`config.mk`:
```
export PLATFORM = sky130hd
export DESIGN_NAME = joystick_axis_calibrator_flat
export DESIGN_NICKNAME = d
export VERILOG_FILES = /design/src/sv/jac_pkg.sv /design/src/sv/jac_ifs.sv /design/src/sv/jac_cal_regs.sv /design/src/sv/jac_divider.sv /design/src/sv/joystick_axis_calibrator.sv /design/src/flat_wrapper.sv
export SDC_FILE = /design/constraint.sdc
export NUM_CORES = 1
export LEC_CHECK = 0
export ABC_AREA = 1
export BUFFER_PORTS_ARGS = -buffer_cell sky130_fd_sc_hd__buf_2
export CAP_MARGIN = 30
export CORE_ASPECT_RATIO = 1.2
export CORE_UTILIZATION = 36
export CTS_BUF_LIST = sky130_fd_sc_hd__clkbuf_8 sky130_fd_sc_hd__clkbuf_16
export CTS_CLUSTER_SIZE = 20
export DETAILED_ROUTE_END_ITERATION = 10
export SLEW_MARGIN = 5
export SYNTH_ARGS = -nofsm -noshare
export SYNTH_HDL_FRONTEND = slang
export SYNTH_SLANG_ARGS = --single-unit
```
`constraint.sdc`:
```
create_clock -name clk -period 4.8 [get_ports clk]
set_clock_uncertainty 0.2 [all_clocks]
set_input_delay 0.48 -clock clk [delete_from_list [all_inputs] [get_ports clk]]
set_output_delay 0.48 -clock clk [all_outputs]
set_load 0.05 [all_outputs]
```
`src/sv/jac_pkg.sv`:
```
// Shared types and constants for the joystick axis calibrator.
`default_nettype none
package jac_pkg;

  localparam int SAMPLE_W  = 10;
  localparam int VALUE_W   = 8;
  localparam int CH_W      = 2;
  localparam int NUM_AXES  = 4;
  localparam int CFG_IDX_W = 4;
  localparam int NUMER_W   = SAMPLE_W + VALUE_W;
  localparam int QSTEP_W   = 3;

  typedef logic [SAMPLE_W-1:0] cal_word_t;
  typedef logic [CH_W-1:0]     chan_t;
  typedef logic [VALUE_W-1:0]  axis_val_t;
  typedef logic [NUMER_W-1:0]  numer_t;

  localparam cal_word_t SAMPLE_MAX = 10'd1023;

  // register map: offsets at 0..3, spans at 4..7
  localparam logic [CFG_IDX_W-1:0] REG_SPAN_BASE = 4'd4;
  localparam logic [CFG_IDX_W-1:0] REG_END       = 4'd8;

  localparam cal_word_t OFFSET_RESET [NUM_AXES] = '{10'd450, 10'd400, 10'd430, 10'd400};
  localparam cal_word_t SPAN_RESET   [NUM_AXES] = '{10'd150, 10'd200, 10'd200, 10'd200};

  typedef struct packed {
    logic busy;
    logic done;
  } div_stat_t;

endpackage
`default_nettype wire

```
`src/sv/jac_ifs.sv`:
```
// Valid/ready stream interfaces for sample input and calibrated output.
`default_nettype none
interface jac_in_if;
  logic                         valid;
  logic                         ready;
  logic [jac_pkg::SAMPLE_W-1:0] raw_sample;

  modport source (output valid, output raw_sample, input ready);
  modport sink   (input valid, input raw_sample, output ready);
endinterface

interface jac_out_if;
  logic                        valid;
  logic                        ready;
  logic [jac_pkg::CH_W-1:0]    axis_channel;
  logic [jac_pkg::VALUE_W-1:0] axis_value;
  logic                        round_done;

  modport source (output valid, output axis_channel, output axis_value,
                  output round_done, input ready);
  modport sink   (input valid, input axis_channel, input axis_value,
                  input round_done, output ready);
endinterface
`default_nettype wire

```
`src/sv/jac_cal_regs.sv`:
```
// Calibration register file: per-channel offset and span, read by channel.
`default_nettype none
module jac_cal_regs (
  input  wire logic                            clk,
  input  wire logic                            rst_n,
  input  wire logic                            cfg_we,
  input  wire logic [jac_pkg::CFG_IDX_W-1:0]   cfg_index,
  input  wire logic [jac_pkg::SAMPLE_W-1:0]    cfg_data,
  input  wire jac_pkg::chan_t                  sel_ch,
  output jac_pkg::cal_word_t                   sel_offset,
  output jac_pkg::cal_word_t                   sel_span
);
  import jac_pkg::*;

  cal_word_t offset_r [NUM_AXES];
  cal_word_t span_r   [NUM_AXES];

  always_ff @(posedge clk) begin
    if (!rst_n) begin
      for (int i = 0; i < NUM_AXES; i++) begin
        offset_r[i] <= OFFSET_RESET[i];
        span_r[i]   <= SPAN_RESET[i];
      end
    end else if (cfg_we) begin
      // indexes past the span block are dropped
      priority if (cfg_index < REG_SPAN_BASE) begin
        offset_r[cfg_index[CH_W-1:0]] <= cfg_data;
      end else if (cfg_index < REG_END) begin
        span_r[cfg_index[CH_W-1:0]] <= cfg_data;
      end
    end
  end

  assign sel_offset = offset_r[sel_ch];
  assign sel_span   = span_r[sel_ch];

endmodule
`default_nettype wire

```
`src/sv/jac_divider.sv`:
```
// Restoring divider, one quotient bit per cycle, 8-bit quotient.
`default_nettype none
module jac_divider (
  input  wire logic                 clk,
  input  wire logic                 rst_n,
  input  wire logic                 start,
  input  wire jac_pkg::numer_t      numer,
  input  wire jac_pkg::cal_word_t   denom,
  output jac_pkg::div_stat_t        stat,
  output jac_pkg::axis_val_t        quot
);
  import jac_pkg::*;

  localparam int DSH_W = SAMPLE_W + VALUE_W - 1;

  numer_t                 rem_r;
  logic [DSH_W-1:0]       dsh_r;
  axis_val_t              quot_r;
  logic [QSTEP_W-1:0]     step_r;
  logic                   busy_r;
  logic                   done_r;

  logic                   ge;
  numer_t                 dsh_ext;

  // numerator is below 256*denom, so eight trial subtracts cover the quotient
  assign dsh_ext = {1'b0, dsh_r};
  assign ge      = (rem_r >= dsh_ext);

  always_ff @(posedge clk) begin
    if (!rst_n) begin
      busy_r <= 1'b0;
      done_r <= 1'b0;
      step_r <= '0;
    end else begin
      done_r <= 1'b0;
      if (start) begin
        busy_r <= 1'b1;
        step_r <= QSTEP_W'(VALUE_W - 1);
      end else if (busy_r) begin
        step_r <= step_r - 1'b1;
        if (step_r == '0) begin
          busy_r <= 1'b0;
          done_r <= 1'b1;
        end
      end
    end
  end

  always_ff @(posedge clk) begin
    if (start) begin
      rem_r  <= numer;
      dsh_r  <= {denom, {(VALUE_W-1){1'b0}}};
      quot_r <= '0;
    end else if (busy_r) begin
      if (ge) begin
        rem_r <= rem_r - dsh_ext;
      end
      dsh_r  <= dsh_r >> 1;
      quot_r <= {quot_r[VALUE_W-2:0], ge};
    end
  end

  assign stat.busy = busy_r;
  assign stat.done = done_r;
  assign quot      = quot_r;

endmodule
`default_nettype wire

```
`src/sv/joystick_axis_calibrator.sv`:
```
// Top level of the joystick axis calibrator: sequencer, channel state, output register.
//
// Usage:
//   in_ch  (valid/ready) carries one 10-bit converter sample per item, taken in
//          round-robin channel order starting at channel 0 after reset.
//   out_ch (valid/ready) returns one item per sample: channel, 0..255 value,
//          and round_done on the last channel of a round.
//   cfg_*  writes offset (index 0..3) and span (index 4..7) registers; other
//          indexes are dropped. Write only while no sample is in flight.
// Sequence:
//   Sample accepted in IDLE, then invert/offset/clamp in PREP, reading*255 formed
//   and the divider started in MUL, the bit-serial divide in DIV until its done
//   flag, then the output register loaded in DONE. A new sample is accepted only
//   once the previous one has left DONE, so samples are never overlapped.
// Reset: channel index returns to 0, calibration registers to their defaults,
//   output register empties.
// Stall: the output register holds its item until taken; the next sample is
//   accepted and computed meanwhile, and waits in the final step until the
//   output register frees up.
`default_nettype none
module joystick_axis_calibrator #(
  parameter int NUM_CHANNELS = 4
) (
  input  wire logic                            clk,
  input  wire logic                            rst_n,
  jac_in_if.sink                               in_ch,
  jac_out_if.source                            out_ch,
  input  wire logic                            cfg_we,
  input  wire logic [jac_pkg::CFG_IDX_W-1:0]   cfg_index,
  input  wire logic [jac_pkg::SAMPLE_W-1:0]    cfg_data
);
  import jac_pkg::*;

  localparam chan_t LAST_CH = CH_W'(NUM_CHANNELS - 1);

  typedef enum logic [2:0] {
    S_IDLE,
    S_PREP,
    S_MUL,
    S_DIV,
    S_DONE
  } state_t;

  state_t     state_r;
  chan_t      ch_r;
  cal_word_t  raw_r;
  cal_word_t  rd_r;
  cal_word_t  rd_nxt;

  logic       out_valid_r;
  chan_t      out_ch_r;
  axis_val_t  out_val_r;
  logic       out_last_r;

  cal_word_t  offset;
  cal_word_t  span;
  cal_word_t  inv;
  numer_t     numer;
  logic       div_start;
  div_stat_t  div_stat;
  axis_val_t  quot;
  logic       is_last;
  logic       out_free;

  jac_cal_regs u_regs (
    .clk        (clk),
    .rst_n      (rst_n),
    .cfg_we     (cfg_we),
    .cfg_index  (cfg_index),
    .cfg_data   (cfg_data),
    .sel_ch     (ch_r),
    .sel_offset (offset),
    .sel_span   (span)
  );

  jac_divider u_div (
    .clk   (clk),
    .rst_n (rst_n),
    .start (div_start),
    .numer (numer),
    .denom (span),
    .stat  (div_stat),
    .quot  (quot)
  );

  // even channels read inverted
  assign inv = ch_r[0] ? raw_r : (SAMPLE_MAX - raw_r);

  // floor at zero after the offset, then clamp to span
  always_comb begin
    rd_nxt = (inv < offset) ? '0 : (inv - offset);
    if (rd_nxt > span) begin
      rd_nxt = span;
    end
  end

  // reading*255 as reading*256 - reading
  assign numer     = {rd_r, {VALUE_W{1'b0}}} - {{VALUE_W{1'b0}}, rd_r};
  assign div_start = (state_r == S_MUL);
  assign is_last   = (ch_r >= LAST_CH);
  assign out_free  = !out_valid_r || out_ch.ready;

  always_ff @(posedge clk) begin
    if (!rst_n) begin
      state_r     <= S_IDLE;
      ch_r        <= '0;
      out_valid_r <= 1'b0;
    end else begin
      // load wins over the take of the previous item
      if (state_r == S_DONE && out_free) begin
        out_valid_r <= 1'b1;
      end else if (out_ch.ready) begin
        out_valid_r <= 1'b0;
      end
      unique case (state_r)
        S_IDLE: begin
          if (in_ch.valid) begin
            raw_r   <= in_ch.raw_sample;
            state_r <= S_PREP;
          end
        end
        S_PREP: begin
          rd_r    <= rd_nxt;
          state_r <= S_MUL;
        end
        S_MUL: begin
          state_r <= S_DIV;
        end
        S_DIV: begin
          if (div_stat.done) begin
            state_r <= S_DONE;
          end
        end
        S_DONE: begin
          if (out_free) begin
            out_ch_r    <= ch_r;
            // zero span would divide by zero; value is zero then
            out_val_r   <= (span == '0) ? '0 : quot;
            out_last_r  <= is_last;
            ch_r        <= is_last ? '0 : ch_r + 1'b1;
            state_r     <= S_IDLE;
          end
        end
        default: state_r <= S_IDLE;
      endcase
    end
  end

  assign in_ch.ready         = (state_r == S_IDLE);
  assign out_ch.valid        = out_valid_r;
  assign out_ch.axis_channel = out_ch_r;
  assign out_ch.axis_value   = out_val_r;
  assign out_ch.round_done   = out_last_r;

  a_done_in_div: assert property (@(posedge clk) disable iff (!rst_n)
    div_stat.done |-> state_r == S_DIV)
    else $error("divider finished outside the divide step");

  a_rd_clamped: assert property (@(posedge clk) disable iff (!rst_n)
    state_r == S_MUL |-> rd_r <= span)
    else $error("clamped reading exceeds span");

  a_ch_range: assert property (@(posedge clk) disable iff (!rst_n)
    ch_r <= LAST_CH)
    else $error("channel index past last channel");

  a_last_flag: assert property (@(posedge clk) disable iff (!rst_n)
    out_valid_r |-> out_last_r == (out_ch_r >= LAST_CH))
    else $error("round_done does not match channel");

  a_div_busy_only_in_div: assert property (@(posedge clk) disable iff (!rst_n)
    div_stat.busy |-> state_r == S_DIV)
    else $error("divider running outside the divide step");

endmodule
`default_nettype wire
```
`src/flat_wrapper.sv`:
```
// flat-port wrapper written by rule: the top's interface ports become plain ports
module joystick_axis_calibrator_flat import jac_pkg::*;
#(
  parameter int NUM_CHANNELS = 4
)
  (clk, rst_n, cfg_we, cfg_index, cfg_data, in_ch_valid, in_ch_raw_sample, in_ch_ready, out_ch_valid, out_ch_axis_channel, out_ch_axis_value, out_ch_round_done, out_ch_ready);
  jac_in_if in_ch_i ();
  jac_out_if out_ch_i ();
  input  wire logic clk;
  input  wire logic rst_n;
  input  wire logic cfg_we;
  input  wire logic [jac_pkg::CFG_IDX_W-1:0] cfg_index;
  input  wire logic [jac_pkg::SAMPLE_W-1:0] cfg_data;
  input wire logic [$bits(in_ch_i.valid)-1:0] in_ch_valid;
  input wire logic [$bits(in_ch_i.raw_sample)-1:0] in_ch_raw_sample;
  output wire logic [$bits(in_ch_i.ready)-1:0] in_ch_ready;
  output wire logic [$bits(out_ch_i.valid)-1:0] out_ch_valid;
  output wire logic [$bits(out_ch_i.axis_channel)-1:0] out_ch_axis_channel;
  output wire logic [$bits(out_ch_i.axis_value)-1:0] out_ch_axis_value;
  output wire logic [$bits(out_ch_i.round_done)-1:0] out_ch_round_done;
  input wire logic [$bits(out_ch_i.ready)-1:0] out_ch_ready;
  assign in_ch_i.valid = in_ch_valid;
  assign in_ch_i.raw_sample = in_ch_raw_sample;
  assign in_ch_ready = in_ch_i.ready;
  assign out_ch_valid = out_ch_i.valid;
  assign out_ch_axis_channel = out_ch_i.axis_channel;
  assign out_ch_axis_value = out_ch_i.axis_value;
  assign out_ch_round_done = out_ch_i.round_done;
  assign out_ch_i.ready = out_ch_ready;
  joystick_axis_calibrator #(.NUM_CHANNELS(NUM_CHANNELS)) u_core (.clk(clk), .rst_n(rst_n), .in_ch(in_ch_i), .out_ch(out_ch_i), .cfg_we(cfg_we), .cfg_index(cfg_index), .cfg_data(cfg_data));
endmodule
```
==> metrics <==
register share of total power=0.414; hold_sp=in_ch_raw_sample[9]; Final Cycle Share=0.903; internal power=3.01 mW; GRT Residual Overflow=0; Pins Over Slew Limit=0; grt met3 use=0.0325; core area=0.0255 mm²; drt pass-1 iters=5; Worst Max-Slew Pin Slew=0.958 ns; Final Critical Period=4.34 ns; worst hold path endpoint=u_core.raw_r[9]; Hold Fails Final Rpt=0; # rows=64; register bit total from synthesis=167; I/O pin cnt=42; sequential area share after synthesis=0.509; setup violators final=0; RSZ-0062 raised after global routing=false; initial core utilization=0.365; antenna violations before repair=0; Post-Route Setup TNS=0 ns; worst r2r dst=u_core.rd_r[1]; Buf/Inv on CP=3; clk buf depth=2; commonest non-fill, non-tap cell in the layout=nand2_1; WP data required=4.78 ns; status=complete, no violations; max-cap violations=0; Crit path top cell by count=nand2_1; YS warnings=0; Logic pwr share=0.286; register-to-register setup slack=0.46 ns; Post-CTS Setup Bufs=0; largest net degree at the start of global routing=56; Worst Setup Start Kind=register; via/cell ratio=4.84; CP cell instances=inv_1 > a32o_1 > ha_1 > a21oi_1 > o21ai_0 > nand2_1 > nand3_2 > nand3_1 > inv_1 > ha_1 > a21oi_1 > o21a_1 > nand3_1 > nand2_1 > inv_2 > nand2_1 > o21ai_0; P_leak=4.62 nW; Die Y=178 µm; hold path cells=1; die area=0.0265 mm²; vias in the first global route=6988; RePlAce Congestion=0.884; final WL=22000 µm; worst skew pair latency=0.44 ns; Root Buffer=clkbuf_16; clock power share=0.299; cell count after synthesis=1120; PD cells=434 mW/mm²; met1 usage=0.211; gr busiest metal=met2; CTS H-tree lvls=4; port bufs=41; Initial DRC Count=460; Peak VDD IR=0.000290 V; CP max stage cell=dfxtp_1; top cell type's share of synthesized area=0.449; Switching Share=0.336; area leader, netlist=edfxtp_1; Routed Antenna Nets=0; number of fill cells in the layout=2602; vias=7281; slew margin rel.=0.357; global-route wire length before repair=35500 µm; Die W=149 µm; Crit. End Element=register; delay of the slowest cell on the worst path=0.54 ns; hold_buf cts=0; CP Class=register to register; Synth cell types=41; CTS tree=done; Finished Core Util=0.410; top area cells in the synthesized netlist=edfxtp_1, nand2_1, dfxtp_1; Tot GR Track Use=0.177; Post-CTS Resized=0; CTS clk-pin slew, worst paths=0.07 ns; most frequent cells in the layout=nand2_1, inv_1, edfxtp_1, nor2_1, nand3_1; met2 usage=0.316; syn nets=1194; Netlist Area Pre-Place=0.00930 mm²; Final nets=1236; TritonCTS Buffers=17; share of layout cells above drive strength 1=0.0851; crit path DAT=4.31 ns; CTS sink cnt=167; Total Power=4.54 mW; Detail Placement HPWL=16900 µm; Fmax=231 MHz; worst-path fanout max=20; DR WL/cell=14.6 µm; Reg2Reg Depth=17; Hold Crit Class=input port to register; net switching power=1.53 mW; syn avg cell area=8.30 µm²; critical path's top delay family=compound AO/OA/AOI/OAI gates; Syn-to-layout area delta=12.4%; # DRC=0; # diodes=0
## worst register-to-register path, stage by stage (launching register included)
cell and delay [ns]:
dfxtp_1 0.54, inv_1 0.37, a32o_1 0.41, ha_1 0.35, a21oi_1 0.29, o21ai_0 0.15, nand2_1 0.09, nand3_2 0.16
nand3_1 0.16, inv_1 0.06, ha_1 0.30, a21oi_1 0.18, o21a_1 0.14, nand3_1 0.11, nand2_1 0.26, inv_2 0.15
nand2_1 0.08, o21ai_0 0.09
## flip-flops by register name, indices dropped and copies added, names as in the netlist, 3 cells and up, named ones only
signal                    flops
u_core.u_div.rem_r           18
u_core.rd_r                  10
u_core.u_regs.offset_r       40
u_core.state_r                3
u_core.out_ch.axis_value      8
u_core.u_div.quot             8
u_core.raw_r                 10
u_core.u_div.step_r           3
u_core.u_div.dsh_r           17
u_core.u_regs.span_r         40
## final cells by class
| class | count | area [µm²] | share of cell area |
|---|---|---|---|
| flip-flops and latches | 167 | 4730 | 0.453 |
| repair buffers | 51 | 280 | 0.0268 |
| multi-input cells | 769 | 3860 | 0.369 |
| clock inverters | 15 | 153 | 0.0146 |
| well taps | 330 | 413 | 0.0395 |
| clock buffers | 17 | 425 | 0.0407 |
| inverters | 156 | 586 | 0.0560 |
## kinds of logic after synthesis
group	count (synthesis)	synth area share
compound gates	137	0.0826
xor+xnor	21	0.0198
fa+ha+maj	45	0.0622
buf+inv	184	0.0762
flops	167	0.509
simple gates	566	0.250
## synthesized netlist by cell type (all sizes together)
library cell / instances
o22ai: 1
o21a: 2
and2: 1
nor3b: 2
o31ai: 2
o21bai: 2
a21oi: 48
or3: 1
nand3: 80
o211ai: 2
ha: 43
nand4: 7
nand3b: 5
xnor2: 16
nand2: 331
clkbuf: 14
edfxtp: 139
fa: 2
o21ai: 64
o22a: 1
xor2: 5
dfxtp: 28
a32o: 8
nor4: 3
inv: 156
a32oi: 1
a21o: 1
a31oi: 3
or2: 3
nor2: 124
nor3: 9
o2111ai: 2
buf: 14
## per-stage QoR
stage	setup slack, ns	hold WS (ns)	cell area [µm²]	cells
floorplan	1.14	0.235	9300	1120
global placement	0.611	0.251	9870	1473
detailed placement	0.546	0.258	9870	1473
CTS	0.525	0.00290	10500	1505
global route	0.0978	0.00249	10500	1505
finish	0.465	0.0196	10500	1505
## per-layer routing
| metal | routed length, µm | vias to the layer above |
|---|---|---|
| met5 | 0 | - |
| met4 | 382 | 0 |
| met3 | 831 | 25 |
| met2 | 11300 | 153 |
| met1 | 9530 | 3344 |
| li1 | - | 3759 |
## how the worst max path moves through the flow
stage | endpoint | slack [ns] | cells after the start
5_1_grt | u_core.rd_r[1] | 0.1 | 18
3_5_place_dp | u_core.rd_r[1] | 0.55 | 17
3_3_place_gp | u_core.rd_r[0] | 0.61 | 18
4_1_cts | u_core.rd_r[1] | 0.52 | 17
2_1_floorplan | u_core.rd_r[0] | 1.14 | 19
6_report | u_core.rd_r[1] | 0.46 | 17
## power groups by stage
stage / combinational [mW] / clock [mW] / sequential, mW
floorplan: 0.989 / 0 / 1.88
global placement: 1.29 / 0 / 1.91
detailed placement: 1.30 / 0 / 1.91
CTS: 1.30 / 1.38 / 1.88
global route: 1.51 / 1.44 / 1.90
finish: 1.30 / 1.36 / 1.88
Power figures use the tool's default switching activity.
